### src/rtl/assert_macros.svh
// ----------------------------------------------------------------------------
// Assertion macros
// Clocked assertion helpers used by bbs_core; compiled out with ASSERT_OFF.
// ----------------------------------------------------------------------------
`ifndef ASSERT_MACROS_SVH
`define ASSERT_MACROS_SVH
`ifndef ASSERT_OFF
// Check that a property holds at every edge outside reset.
`define ASSERT_CLK(lbl, clk, rst_n, prop) \
  lbl: assert property (@(posedge clk) disable iff (!rst_n) (prop)) \
    else $error("%m: assertion failed");
// Check that a condition never becomes true outside reset.
`define ASSERT_NEVER(lbl, clk, rst_n, cond) \
  lbl: assert property (@(posedge clk) disable iff (!rst_n) !(cond)) \
    else $error("%m: forbidden condition seen");
`else
`define ASSERT_CLK(lbl, clk, rst_n, prop)
`define ASSERT_NEVER(lbl, clk, rst_n, cond)
`endif
`endif

### src/rtl/bbs_pkg.sv
// ----------------------------------------------------------------------------
// bbs_pkg
// Types, constants and helper functions of the buzzer beep sequencer.
// ----------------------------------------------------------------------------
`default_nettype none
package bbs_pkg;

  localparam int unsigned IV_W    = 13;  // interval / 10 fits 13 bits
  localparam int unsigned TENTH_W = 4;   // duty tenths, 0..10

  localparam logic       REQ_TICK  = 1'b0;
  localparam logic       REQ_START = 1'b1;

  localparam logic [6:0]  FULL_PERCENT = 7'd100;
  localparam logic [15:0] DEFAULT_MS   = 16'd500;

  // x / 10 for 16-bit x: multiply by ceil(2^19 / 10), drop 19 bits
  localparam logic [15:0] RECIP_TEN_16 = 16'd52429;
  // x / 10 for x up to 100: multiply by 205, drop 11 bits
  localparam logic [7:0]  RECIP_TEN_7  = 8'd205;

  typedef struct packed {
    logic               req_type;
    logic [7:0]         beep_count;
    logic [IV_W-1:0]    iv;
    logic [TENTH_W-1:0] on_tenths;
    logic [TENTH_W-1:0] off_tenths;
  } bbs_item_t;

  function automatic logic [IV_W-1:0] div10_u16(input logic [15:0] x);
    logic [31:0] p;
    p = {16'd0, x} * {16'd0, RECIP_TEN_16};
    return p[31:19];
  endfunction

  function automatic logic [TENTH_W-1:0] div10_pct(input logic [6:0] x);
    logic [14:0] p;
    p = {8'd0, x} * {7'd0, RECIP_TEN_7};
    return p[14:11];
  endfunction

endpackage
`default_nettype wire

### src/rtl/buzzer_beep_sequencer.sv
// ----------------------------------------------------------------------------
// buzzer_beep_sequencer
// Plays a train of beeps from one-millisecond ticks and start requests.
// ----------------------------------------------------------------------------
// Usage:
//   Input channel (in_valid / in_stall): each beat is either a tick
//   (in_req_type = 0) or a start request carrying beep count, interval in
//   ms and duty in percent. A start while a sequence runs, or with a count
//   of zero, is dropped and reports start_accepted = 0.
//   Result channel (out_valid / out_stall): exactly one result beat per
//   input beat, in order: buzzer state, busy flag and start acceptance as
//   they stand after that beat.
//   The path holds one input register (interval and duty pre-scaled to
//   tenths there) and one result register, with the state update done
//   in the single pass between them.
//   Throughput is one beat per cycle while the result channel does not
//   stall; the state registers are the only loop.
//   When the receiver stalls, the result holds and the input register still
//   fills, so one more beat is taken before in_stall rises.
//   Synchronous reset: no sequence running, buzzer off, phase lengths back
//   to 500 ms, both pipeline stages empty.
// ----------------------------------------------------------------------------
`default_nettype none
module buzzer_beep_sequencer (
  input  wire logic        clk,
  input  wire logic        rst_n,
  input  wire logic        in_valid,
  output logic             in_stall,
  input  wire logic        in_req_type,
  input  wire logic [7:0]  in_beep_count,
  input  wire logic [15:0] in_interval_ms,
  input  wire logic [6:0]  in_duty_percent,
  output logic             out_valid,
  input  wire logic        out_stall,
  output logic             out_buzzer_enable,
  output logic             out_busy_res,
  output logic             out_start_accepted
);

  // stage 1 to core hand-off
  logic               s1_valid;
  bbs_pkg::bbs_item_t s1_item;
  logic               take;

  // capture the beat and scale interval and duty
  bbs_in_stage u_in (
    .clk             (clk),
    .rst_n           (rst_n),
    .in_valid        (in_valid),
    .in_stall        (in_stall),
    .in_req_type     (in_req_type),
    .in_beep_count   (in_beep_count),
    .in_interval_ms  (in_interval_ms),
    .in_duty_percent (in_duty_percent),
    .s1_valid_o      (s1_valid),
    .s1_item_o       (s1_item),
    .take_i          (take)
  );

  // advance the sequencer and register the result
  bbs_core u_core (
    .clk                (clk),
    .rst_n              (rst_n),
    .s1_valid_i         (s1_valid),
    .s1_item_i          (s1_item),
    .take_o             (take),
    .out_valid          (out_valid),
    .out_stall          (out_stall),
    .out_buzzer_enable  (out_buzzer_enable),
    .out_busy_res       (out_busy_res),
    .out_start_accepted (out_start_accepted)
  );

endmodule
`default_nettype wire

### src/rtl/bbs_in_stage.sv
// ----------------------------------------------------------------------------
// bbs_in_stage
// Input register: captures a beat and pre-scales interval and duty to tenths.
// ----------------------------------------------------------------------------
`default_nettype none
module bbs_in_stage (
  input  wire logic              clk,
  input  wire logic              rst_n,
  input  wire logic              in_valid,
  output logic                   in_stall,
  input  wire logic              in_req_type,
  input  wire logic [7:0]        in_beep_count,
  input  wire logic [15:0]       in_interval_ms,
  input  wire logic [6:0]        in_duty_percent,
  output logic                   s1_valid_o,
  output bbs_pkg::bbs_item_t     s1_item_o,
  input  wire logic              take_i
);

  logic               s1_valid_r;
  bbs_pkg::bbs_item_t item_r;
  bbs_pkg::bbs_item_t item_nxt;
  logic [6:0]         duty_sat;
  logic [6:0]         duty_rest;
  logic               accept;

  // saturate duty to full scale
  always_comb begin
    duty_sat  = (in_duty_percent > bbs_pkg::FULL_PERCENT) ? bbs_pkg::FULL_PERCENT
                                                          : in_duty_percent;
    duty_rest = bbs_pkg::FULL_PERCENT - duty_sat;
    item_nxt.req_type   = in_req_type;
    item_nxt.beep_count = in_beep_count;
    item_nxt.iv         = bbs_pkg::div10_u16(in_interval_ms);
    item_nxt.on_tenths  = bbs_pkg::div10_pct(duty_sat);
    item_nxt.off_tenths = bbs_pkg::div10_pct(duty_rest);
  end

  assign in_stall = s1_valid_r && !take_i;
  assign accept   = in_valid && !in_stall;

  always_ff @(posedge clk) begin
    if (!rst_n) begin
      s1_valid_r <= 1'b0;
    end else if (!in_stall) begin
      s1_valid_r <= in_valid;
    end
  end

  always_ff @(posedge clk) begin
    if (accept) begin
      item_r <= item_nxt;
    end
  end

  assign s1_valid_o = s1_valid_r;
  assign s1_item_o  = item_r;

endmodule
`default_nettype wire

### src/rtl/bbs_core.sv
// ----------------------------------------------------------------------------
// bbs_core
// Sequencer state, single-pass update per beat and the result register.
// ----------------------------------------------------------------------------
`default_nettype none
`include "assert_macros.svh"
module bbs_core (
  input  wire logic               clk,
  input  wire logic               rst_n,
  input  wire logic               s1_valid_i,
  input  wire bbs_pkg::bbs_item_t s1_item_i,
  output logic                    take_o,
  output logic                    out_valid,
  input  wire logic               out_stall,
  output logic                    out_buzzer_enable,
  output logic                    out_busy_res,
  output logic                    out_start_accepted
);

  logic [7:0]  repeats_r,  repeats_nxt;
  logic [15:0] on_time_r,  on_time_nxt;
  logic [15:0] off_time_r, off_time_nxt;
  logic [15:0] remain_r,   remain_nxt;
  logic        phase_on_r, phase_on_nxt;
  logic        accepted_nxt;
  logic        load;
  logic [15:0] on_calc;
  logic [15:0] off_calc;

  logic        out_valid_r;
  logic        out_buzzer_r;
  logic        out_busy_r;
  logic        out_start_r;

  assign take_o = !out_valid_r || !out_stall;
  assign load   = s1_valid_i && take_o;

  // interval tenths (at most 6553) times duty tenths (at most 10) fits 16 bits
  assign on_calc  = {3'd0, s1_item_i.iv} * {12'd0, s1_item_i.on_tenths};
  assign off_calc = {3'd0, s1_item_i.iv} * {12'd0, s1_item_i.off_tenths};

  always_comb begin
    repeats_nxt  = repeats_r;
    on_time_nxt  = on_time_r;
    off_time_nxt = off_time_r;
    remain_nxt   = remain_r;
    phase_on_nxt = phase_on_r;
    accepted_nxt = 1'b0;
    unique case (s1_item_i.req_type)
      bbs_pkg::REQ_START: begin
        // drop starts while busy or with no beeps
        if (repeats_r == 8'd0 && s1_item_i.beep_count != 8'd0) begin
          repeats_nxt  = s1_item_i.beep_count;
          on_time_nxt  = on_calc;
          off_time_nxt = off_calc;
          phase_on_nxt = 1'b1;
          remain_nxt   = on_calc;
          accepted_nxt = 1'b1;
        end
      end
      default: begin
        if (repeats_r != 8'd0) begin
          if (remain_r > 16'd1) begin
            remain_nxt = remain_r - 16'd1;
          end else if (phase_on_r) begin
            phase_on_nxt = 1'b0;
            repeats_nxt  = repeats_r - 8'd1;
            remain_nxt   = (repeats_r != 8'd1) ? off_time_r : 16'd0;
          end else begin
            phase_on_nxt = 1'b1;
            remain_nxt   = on_time_r;
          end
        end
      end
    endcase
  end

  always_ff @(posedge clk) begin
    if (!rst_n) begin
      repeats_r  <= 8'd0;
      on_time_r  <= bbs_pkg::DEFAULT_MS;
      off_time_r <= bbs_pkg::DEFAULT_MS;
      remain_r   <= 16'd0;
      phase_on_r <= 1'b0;
    end else if (load) begin
      repeats_r  <= repeats_nxt;
      on_time_r  <= on_time_nxt;
      off_time_r <= off_time_nxt;
      remain_r   <= remain_nxt;
      phase_on_r <= phase_on_nxt;
    end
  end

  always_ff @(posedge clk) begin
    if (!rst_n) begin
      out_valid_r <= 1'b0;
    end else if (take_o) begin
      out_valid_r <= s1_valid_i;
    end
  end

  always_ff @(posedge clk) begin
    if (load) begin
      out_buzzer_r <= phase_on_nxt;
      out_busy_r   <= (repeats_nxt != 8'd0);
      out_start_r  <= accepted_nxt;
    end
  end

  assign out_valid          = out_valid_r;
  assign out_buzzer_enable  = out_buzzer_r;
  assign out_busy_res       = out_busy_r;
  assign out_start_accepted = out_start_r;

  `ASSERT_NEVER(a_on_when_idle, clk, rst_n, phase_on_r && repeats_r == 8'd0)
  `ASSERT_CLK(a_start_sounds, clk, rst_n,
              out_valid_r && out_start_r |-> out_buzzer_r && out_busy_r)
  `ASSERT_CLK(a_busy_start_dropped, clk, rst_n,
              load && s1_item_i.req_type == bbs_pkg::REQ_START && repeats_r != 8'd0
              |=> !out_start_r && $stable(repeats_r))
  `ASSERT_CLK(a_hold_without_load, clk, rst_n,
              !load |=> $stable(repeats_r) && $stable(remain_r))

endmodule
`default_nettype wire

### config.mk
export PLATFORM = sky130hd
export DESIGN_NAME = buzzer_beep_sequencer
export DESIGN_NICKNAME = d
export VERILOG_FILES = /design/src/rtl/bbs_pkg.sv /design/src/rtl/buzzer_beep_sequencer.sv /design/src/rtl/bbs_in_stage.sv /design/src/rtl/bbs_core.sv
export VERILOG_INCLUDE_DIRS = /design/src /design/src/rtl
export SDC_FILE = /design/constraint.sdc
export NUM_CORES = 1
export LEC_CHECK = 0
export BUFFER_PORTS_ARGS = -buffer_cell sky130_fd_sc_hd__buf_2
export CELL_PAD_IN_SITES_DETAIL_PLACEMENT = 0
export CELL_PAD_IN_SITES_GLOBAL_PLACEMENT = 1
export CORE_MARGIN = 2
export CORE_UTILIZATION = 35
export DETAILED_ROUTE_END_ITERATION = 8
export GPL_TIMING_DRIVEN = 0
export PLACE_DENSITY_LB_ADDON = 0.1
export REMOVE_ABC_BUFFERS = 1
export SETUP_SLACK_MARGIN = 0.5
export SLEW_MARGIN = 20
export SYNTH_ARGS = -nofsm -noshare
export SYNTH_HDL_FRONTEND = slang
export SYNTH_SLANG_ARGS = --single-unit
### constraint.sdc
create_clock -name clk -period 5.7 [get_ports clk]
set_input_delay 0.285 -clock clk [delete_from_list [all_inputs] [get_ports clk]]
set_output_delay 0.285 -clock clk [all_outputs]
set_load 0.01 [all_outputs]
==> impl_metrics.tcl, run 1 <==
set metrics [dict create \
    ir_drop_v 0.0002931 \
    setup_viol 0 \
    grt_usage 0.1701 \
    drive_gt1_frac 0.09097 \
    diodes 0 \
    critPathKind "in -> reg" \
    dieArea_mm2 0.03889 \
    multi_input_area_mm2 0.01012 \
    synth.avg_cell_area_um2 9.048 \
    antenna_found_initial 0 \
    ys.flop_type "dfxtp_1" \
    synthTopCellsByArea "ha_1 23%, fa_1 22%, dfxtp_1 9.0%" \
    final_cell_mix "259 x inv_1, 228 x ha_1, 141 x fa_1" \
    firstDrtPassIters 5 \
    synth_top_area_frac 0.2308 \
    synth_edf_count 33 \
    synth_seq_area_share 0.1663 \
    critical_path_depth 18 \
    clockRootBuffer "clkbuf_16" \
    p_leak_nw 7.125 \
    grtUsageMet1 0.2438 \
    async_flop_share 0 \
    reg2reg_to "u_core.remain_r[15]" \
    ios 41 \
    initial_core_util 0.3560 \
    gp_congestion 0.8146 \
    worst_pin_slew_ns 0.7030 \
    period_needed_ns 5.118 \
    syn2layout_area_growth_pct 11.91 \
    hp-start "in_beep_count[5]" \
    grt_pass1_vias 9832 \
    yosysWarnings 0 \
    cp_num_buf_inv 3 \
    post-route-period-util 0.8978 \
    grt.overflow.total 0 \
    hpwl_mm 25.29 \
    grt_pass1_wl_mm 52.28 \
    postSynthCellCount 1444 \
    final_common_cell "inv_1" \
    fillers 3735 \
    arrival_ns 5.21 \
    crit_fanout 5 \
    synth_top_area_cell "ha_1" \
    vias 9508 \
    slowest_stage "fa_1" \
    drt_iter0_drc 374 \
    hold_class "in -> reg" \
    cpMostUsedCell "fa_1" \
    drv_slew 0 \
    end_kind "flip-flop" \
    htreeDepth 3 \
    r2r_setup_slack_ns 1.26 \
    cts_buffers 9 \
    clk_latency_ns 0.35 \
    tritoncts_num_sinks 92 \
    fin_skew_ns 0.01225 \
    synth_area_mm2 0.01307 \
    rsz0062_at_grt "true" \
    required_ns 5.79 \
    finalHoldViolations 0 \
    die_h_um 197.2 \
    cts_tree "built" \
    chipWidth_um 197.2 \
    ys_seq_elements 92 \
    grt_util_met3 0.01383 \
    grt_util_met2 0.2797 \
    max_stage_delay_ns 0.59 \
    fin_area_mm2 0.01462 \
    drcViolationCount 0 \
    nets 1886 \
    path_cells "buf_12 -> ha_4 -> fa_1 -> inv_2 -> fa_1 -> fa_1 -> fa_1 -> fa_1 -> inv_2 -> ha_4 -> nand3_4 -> o221ai_2 -> a211oi_4 -> o221ai_4 -> a31oi_4 -> o31ai_4 -> a21oi_2 -> xnor2_2" \
    antenna_left 0 \
    wl_mm 31.30 \
    clock.fmax_mhz 195.4 \
    cts_buffer_depth 2 \
    fin_ws_ns 0.5825 \
    grt.busiest_layer "met2" \
    start_kind "input pin" \
    grt_max_degree 32 \
    ff_latch_area_mm2 0.002172 \
    status "finished, final reports clean" \
    timing.max_slew.rel_slack 0.5284 \
    ys_types 68 \
    endpoint "u_in.s1_item_o[20]" \
    power_density_mw_per_mm2 607.9 \
    std_cell_rows 70 \
    r2r_start "u_in.s1_item_o[7]" \
    crit_family "adder cells" \
    placed_cell_area_mm2 0.01384 \
    rr_worst_depth 13 \
    dp_slack_ns -0.3357 \
    routedWlPerCell_um 16.12 \
    ctsHoldBuffers 0 \
    crit_start "in_interval_ms[8]" \
    viasPerCell 4.899 \
    clk_pin_slew_worst_paths_ns 0.07 \
    core_mm2 0.03670 \
    cap_violations 0 \
    io_buffer_count 40 \
]
-- cell usage after synthesis (3+ instances only) --
master / n
clkbuf_1: 37
xnor2_1: 46
and3_1: 7
a31oi_1: 9
or2_2: 5
o211ai_1: 10
and2_1: 55
nand3_1: 25
ha_1: 241
a221oi_1: 13
buf_2: 6
dfxtp_1: 59
nor4_1: 8
or4_1: 4
o31ai_1: 7
o221ai_1: 3
fa_1: 141
edfxtp_1: 33
inv_1: 262
a21oi_1: 77
or3_1: 7
nor2b_1: 6
xor2_1: 22
a211oi_1: 27
nor2_1: 61
o21ai_0: 26
nand2_1: 145
o21a_1: 5
nor3_1: 20
a41oi_1: 3
o21bai_1: 8
and4_1: 4
nand2b_1: 7
a21o_1: 11
-- per-layer routing --
layer	share of wire	wire [µm]
met5	0	0
met4	0.014	432
met3	0.018	567
met2	0.46	14260
met1	0.51	16030
-- stage by stage --
stage / utilization / setup TNS [ns] / cells / hold WS, ns / power (W)
floorplan: - / 0 / 1400 / 0.3568 / 0.006157
CTS: 0.3879 / 0 / 1930 / 0.08898 / 0.008675
global route: 0.3984 / 0 / 1941 / 0.08630 / 0.01004
finish: 0.3984 / 0 / 1941 / 0.1076 / 0.008889
detailed placement: 0.3770 / -1.026 / 1914 / 0.4483 / 0.007781
global placement: 0.3727 / -1.311 / 1908 / 0.4435 / 0.007784
-- sequential cells by signal, summed over array words and instances (netlist names) --
name	count
u_in.s1_item_o	30
u_core.off_time_r	16
u_core.on_time_r	16
u_core.remain_r	16
u_core.repeats_r	8
u_core.out_busy_res	1
u_core.out_buzzer_enable	1
u_core.out_start_accepted	1
u_core.out_valid	1
u_core.phase_on_r	1
u_in.s1_valid_o	1
-- area by class of cell --
cell class                      instances  share of cell area
Clock inverter                          7            0.003423
Timing Repair Buffer                   57             0.03260
Tap cell                              468             0.04005
Clock buffer                            9             0.01540
Sequential cell                        92              0.1486
Multi-Input combinational cell       1044              0.6922
Inverter                              264             0.06777
-- where the power goes --
group          total [W]  switching [W]  internal [W]
Combinational    0.00711        0.00405       0.00306
Clock           0.000584       0.000285      0.000300
Sequential       0.00119       0.000273      0.000921
-- worst min-delay path by stage --
stage	end	cells after the start
after floorplan	u_core.off_time_r[2]	1
after global placement	u_core.on_time_r[1]	2
final	u_in.s1_item_o[26]	1
after detailed placement	u_core.off_time_r[10]	2
after global routing	u_in.s1_item_o[26]	1
after CTS	u_in.s1_item_o[21]	1
-- cell families after synthesis --
family	share of synthesized area
buffers and inverters	0.08906
DFF	0.1663
xor gates and xnor gates	0.04559
and+or+nand+nor	0.1386
muxes	0.001532
adders and majority gates	0.4468
AOI/OAI and AO/OA	0.1121
-- worst register-to-register path: stages, from the launching register on --
cell and delay [ns]:
edfxtp_1 0.65, nand2_1 0.16, fa_1 0.53, fa_1 0.54
inv_1 0.07, ha_1 0.28, a21o_1 0.15, a21oi_1 0.28
o21a_1 0.21, o31ai_1 0.12, o41ai_1 0.50, nor2_1 0.13
and3b_1 0.20, or4_1 0.49
-- what timing repair did --
action | in CTS | in global routing
gates resized for setup | 20 | 56
pin swaps | 4 | 25
buffers inserted | 0 | 11
setup endpoints to repair | 8 | 10
Note: power is estimated with default switching activity, not from simulation.
==> run 2, diff against run 1 <==
==> constraint.sdc (replaced) <==
create_clock -name clk -period 5.7 [get_ports clk]
set_input_delay 0.57 -clock clk [delete_from_list [all_inputs] [get_ports clk]]
set_output_delay 0.57 -clock clk [all_outputs]
set_load 0.01 [all_outputs]
==> run 2 against run 1 <==
Against the previous run:
- fmax decreased by 1.2%
- register-to-register slack about the same
- sequential cell count unchanged
- total power increased by 2.7%
- utilization increased by 0.74 points
==> impl_metrics.tcl, run 2 (synthesis results as in run 1) <==
set metrics [dict create \
    status "finished, final reports clean" \
    fillers 3722 \
    cap_violations 0 \
    r2r_setup_slack_ns 1.26 \
    grt_pass1_wl_mm 53.10 \
    gp_congestion 0.8146 \
    arrival_ns 5.27 \
    routedWlPerCell_um 16.12 \
    hpwl_mm 25.29 \
    die_h_um 197.2 \
    diodes 0 \
    cpMostUsedCell "fa_1" \
    ir_drop_v 0.0002919 \
    rsz0062_at_grt "true" \
    viasPerCell 4.925 \
    start_kind "input pin" \
    cts_tree "built" \
    end_kind "flip-flop" \
    antenna_found_initial 0 \
    critPathKind "in -> reg" \
    placed_cell_area_mm2 0.01384 \
    grt.overflow.total 0 \
    initial_core_util 0.3560 \
    nets 1902 \
    ff_latch_area_mm2 0.002172 \
    cts_buffers 9 \
    timing.max_slew.rel_slack 0.4955 \
    std_cell_rows 70 \
    finalHoldViolations 0 \
    tritoncts_num_sinks 92 \
    worst_pin_slew_ns 0.7522 \
    fin_skew_ns 0.01145 \
    post-route-period-util 0.9091 \
    hold_class "in -> reg" \
    antenna_left 0 \
    path_cells "buf_8 -> ha_4 -> fa_1 -> inv_1 -> fa_1 -> fa_1 -> fa_2 -> fa_1 -> inv_2 -> ha_4 -> nand3_4 -> nor4_4 -> a211oi_4 -> o221ai_4 -> a31oi_4 -> o31ai_4 -> a21oi_2 -> xnor2_1" \
    power.total_w 0.009129 \
    clock.fmax_mhz 193.0 \
    firstDrtPassIters 4 \
    ios 41 \
    max_stage_delay_ns 0.57 \
    grt_usage 0.1724 \
    drcViolationCount 0 \
    required_ns 5.79 \
    grt_pass1_vias 10061 \
    final_common_cell "inv_1" \
    cts_buffer_depth 2 \
    period_needed_ns 5.182 \
    drv_slew 0 \
    p_leak_nw 7.199 \
    setup_viol 0 \
    syn2layout_area_growth_pct 13.98 \
    cp_num_buf_inv 3 \
    dieArea_mm2 0.03889 \
    io_buffer_count 40 \
    clk_pin_slew_worst_paths_ns 0.07 \
    drive_gt1_frac 0.1135 \
    fin_area_mm2 0.01489 \
    drt_iter0_drc 379 \
    crit_fanout 5 \
    core_mm2 0.03670 \
    crit_family "adder cells" \
    vias 9639 \
    power_density_mw_per_mm2 613.0 \
    clk_latency_ns 0.36 \
    grt_max_degree 32 \
    wl_mm 31.55 \
    largest_register_ffs 30 \
    final_cell_mix "251 x inv_1, 220 x ha_1, 140 x nand2_1, 140 x fa_1, 71 x a21oi_1" \
    clockRootBuffer "clkbuf_16" \
    slowest_stage "fa_1" \
    multi_input_area_mm2 0.01022 \
    chipWidth_um 197.2 \
    htreeDepth 3 \
]
run 2: changes by cell type in the layout (fill, tap and decap cells not counted), sizes merged:
cell,change
clkbuf,+1
buf,+15
run 2: timing repair:
item | 4_1_cts | 5_1_grt
pin swaps | 24 | 19
buffers inserted | 18 | 9
setup endpoints to repair | 12 | 12
resized for setup | 74 | 36
hold buffers | 0 | 0
run 2: final timing paths:
check | startpoint | to | cells after the start
min reg2reg | u_core.on_time_r[10] | u_core.on_time_r[10] | 2
max reg2reg | u_in.s1_item_o[7] | u_core.remain_r[15] | 13
max | in_interval_ms[4] | u_in.s1_item_o[20] | 18
min | in_beep_count[5] | u_in.s1_item_o[26] | 1
run 2: power by group:
part / leakage, nW / internal, W / switching, W
Combinational: 6.26 / 0.00323 / 0.00412
Sequential: 0.802 / 0.000921 / 0.000271
Clock: 0.142 / 0.000300 / 0.000287
Total: 7.20 / 0.00445 / 0.00468
run 2: layout make-up:
cell class,instances,area share
inverter,264,0.06654
timing repair buffer,73,0.04335
sequential,92,0.1459
tap,468,0.03932
clock inverter,7,0.003361
clock buffer,9,0.01512
multi-input combinational,1044,0.6864
run 2: layer usage:
layer,GRT usage,routed length [µm]
met3,0.01622,621
met5,0,0
met4,0.04010,495
met1,0.2417,15770
met2,0.2873,14660
run 2: per-stage QoR:
stage                     hold WS, ns  worst slack [ns]  instances  utilization  setup TNS, ns
final                          0.3894            0.5183       1957       0.4058              0
after detailed placement       0.4483           -0.6207       1914       0.3770         -3.386
after global routing           0.3713            0.3084       1957       0.4058              0
after CTS                      0.3740            0.4209       1948       0.4002              0
after floorplan                0.4317            0.2258       1400            -              0
after global placement         0.4435           -0.6416       1908       0.3727         -3.933
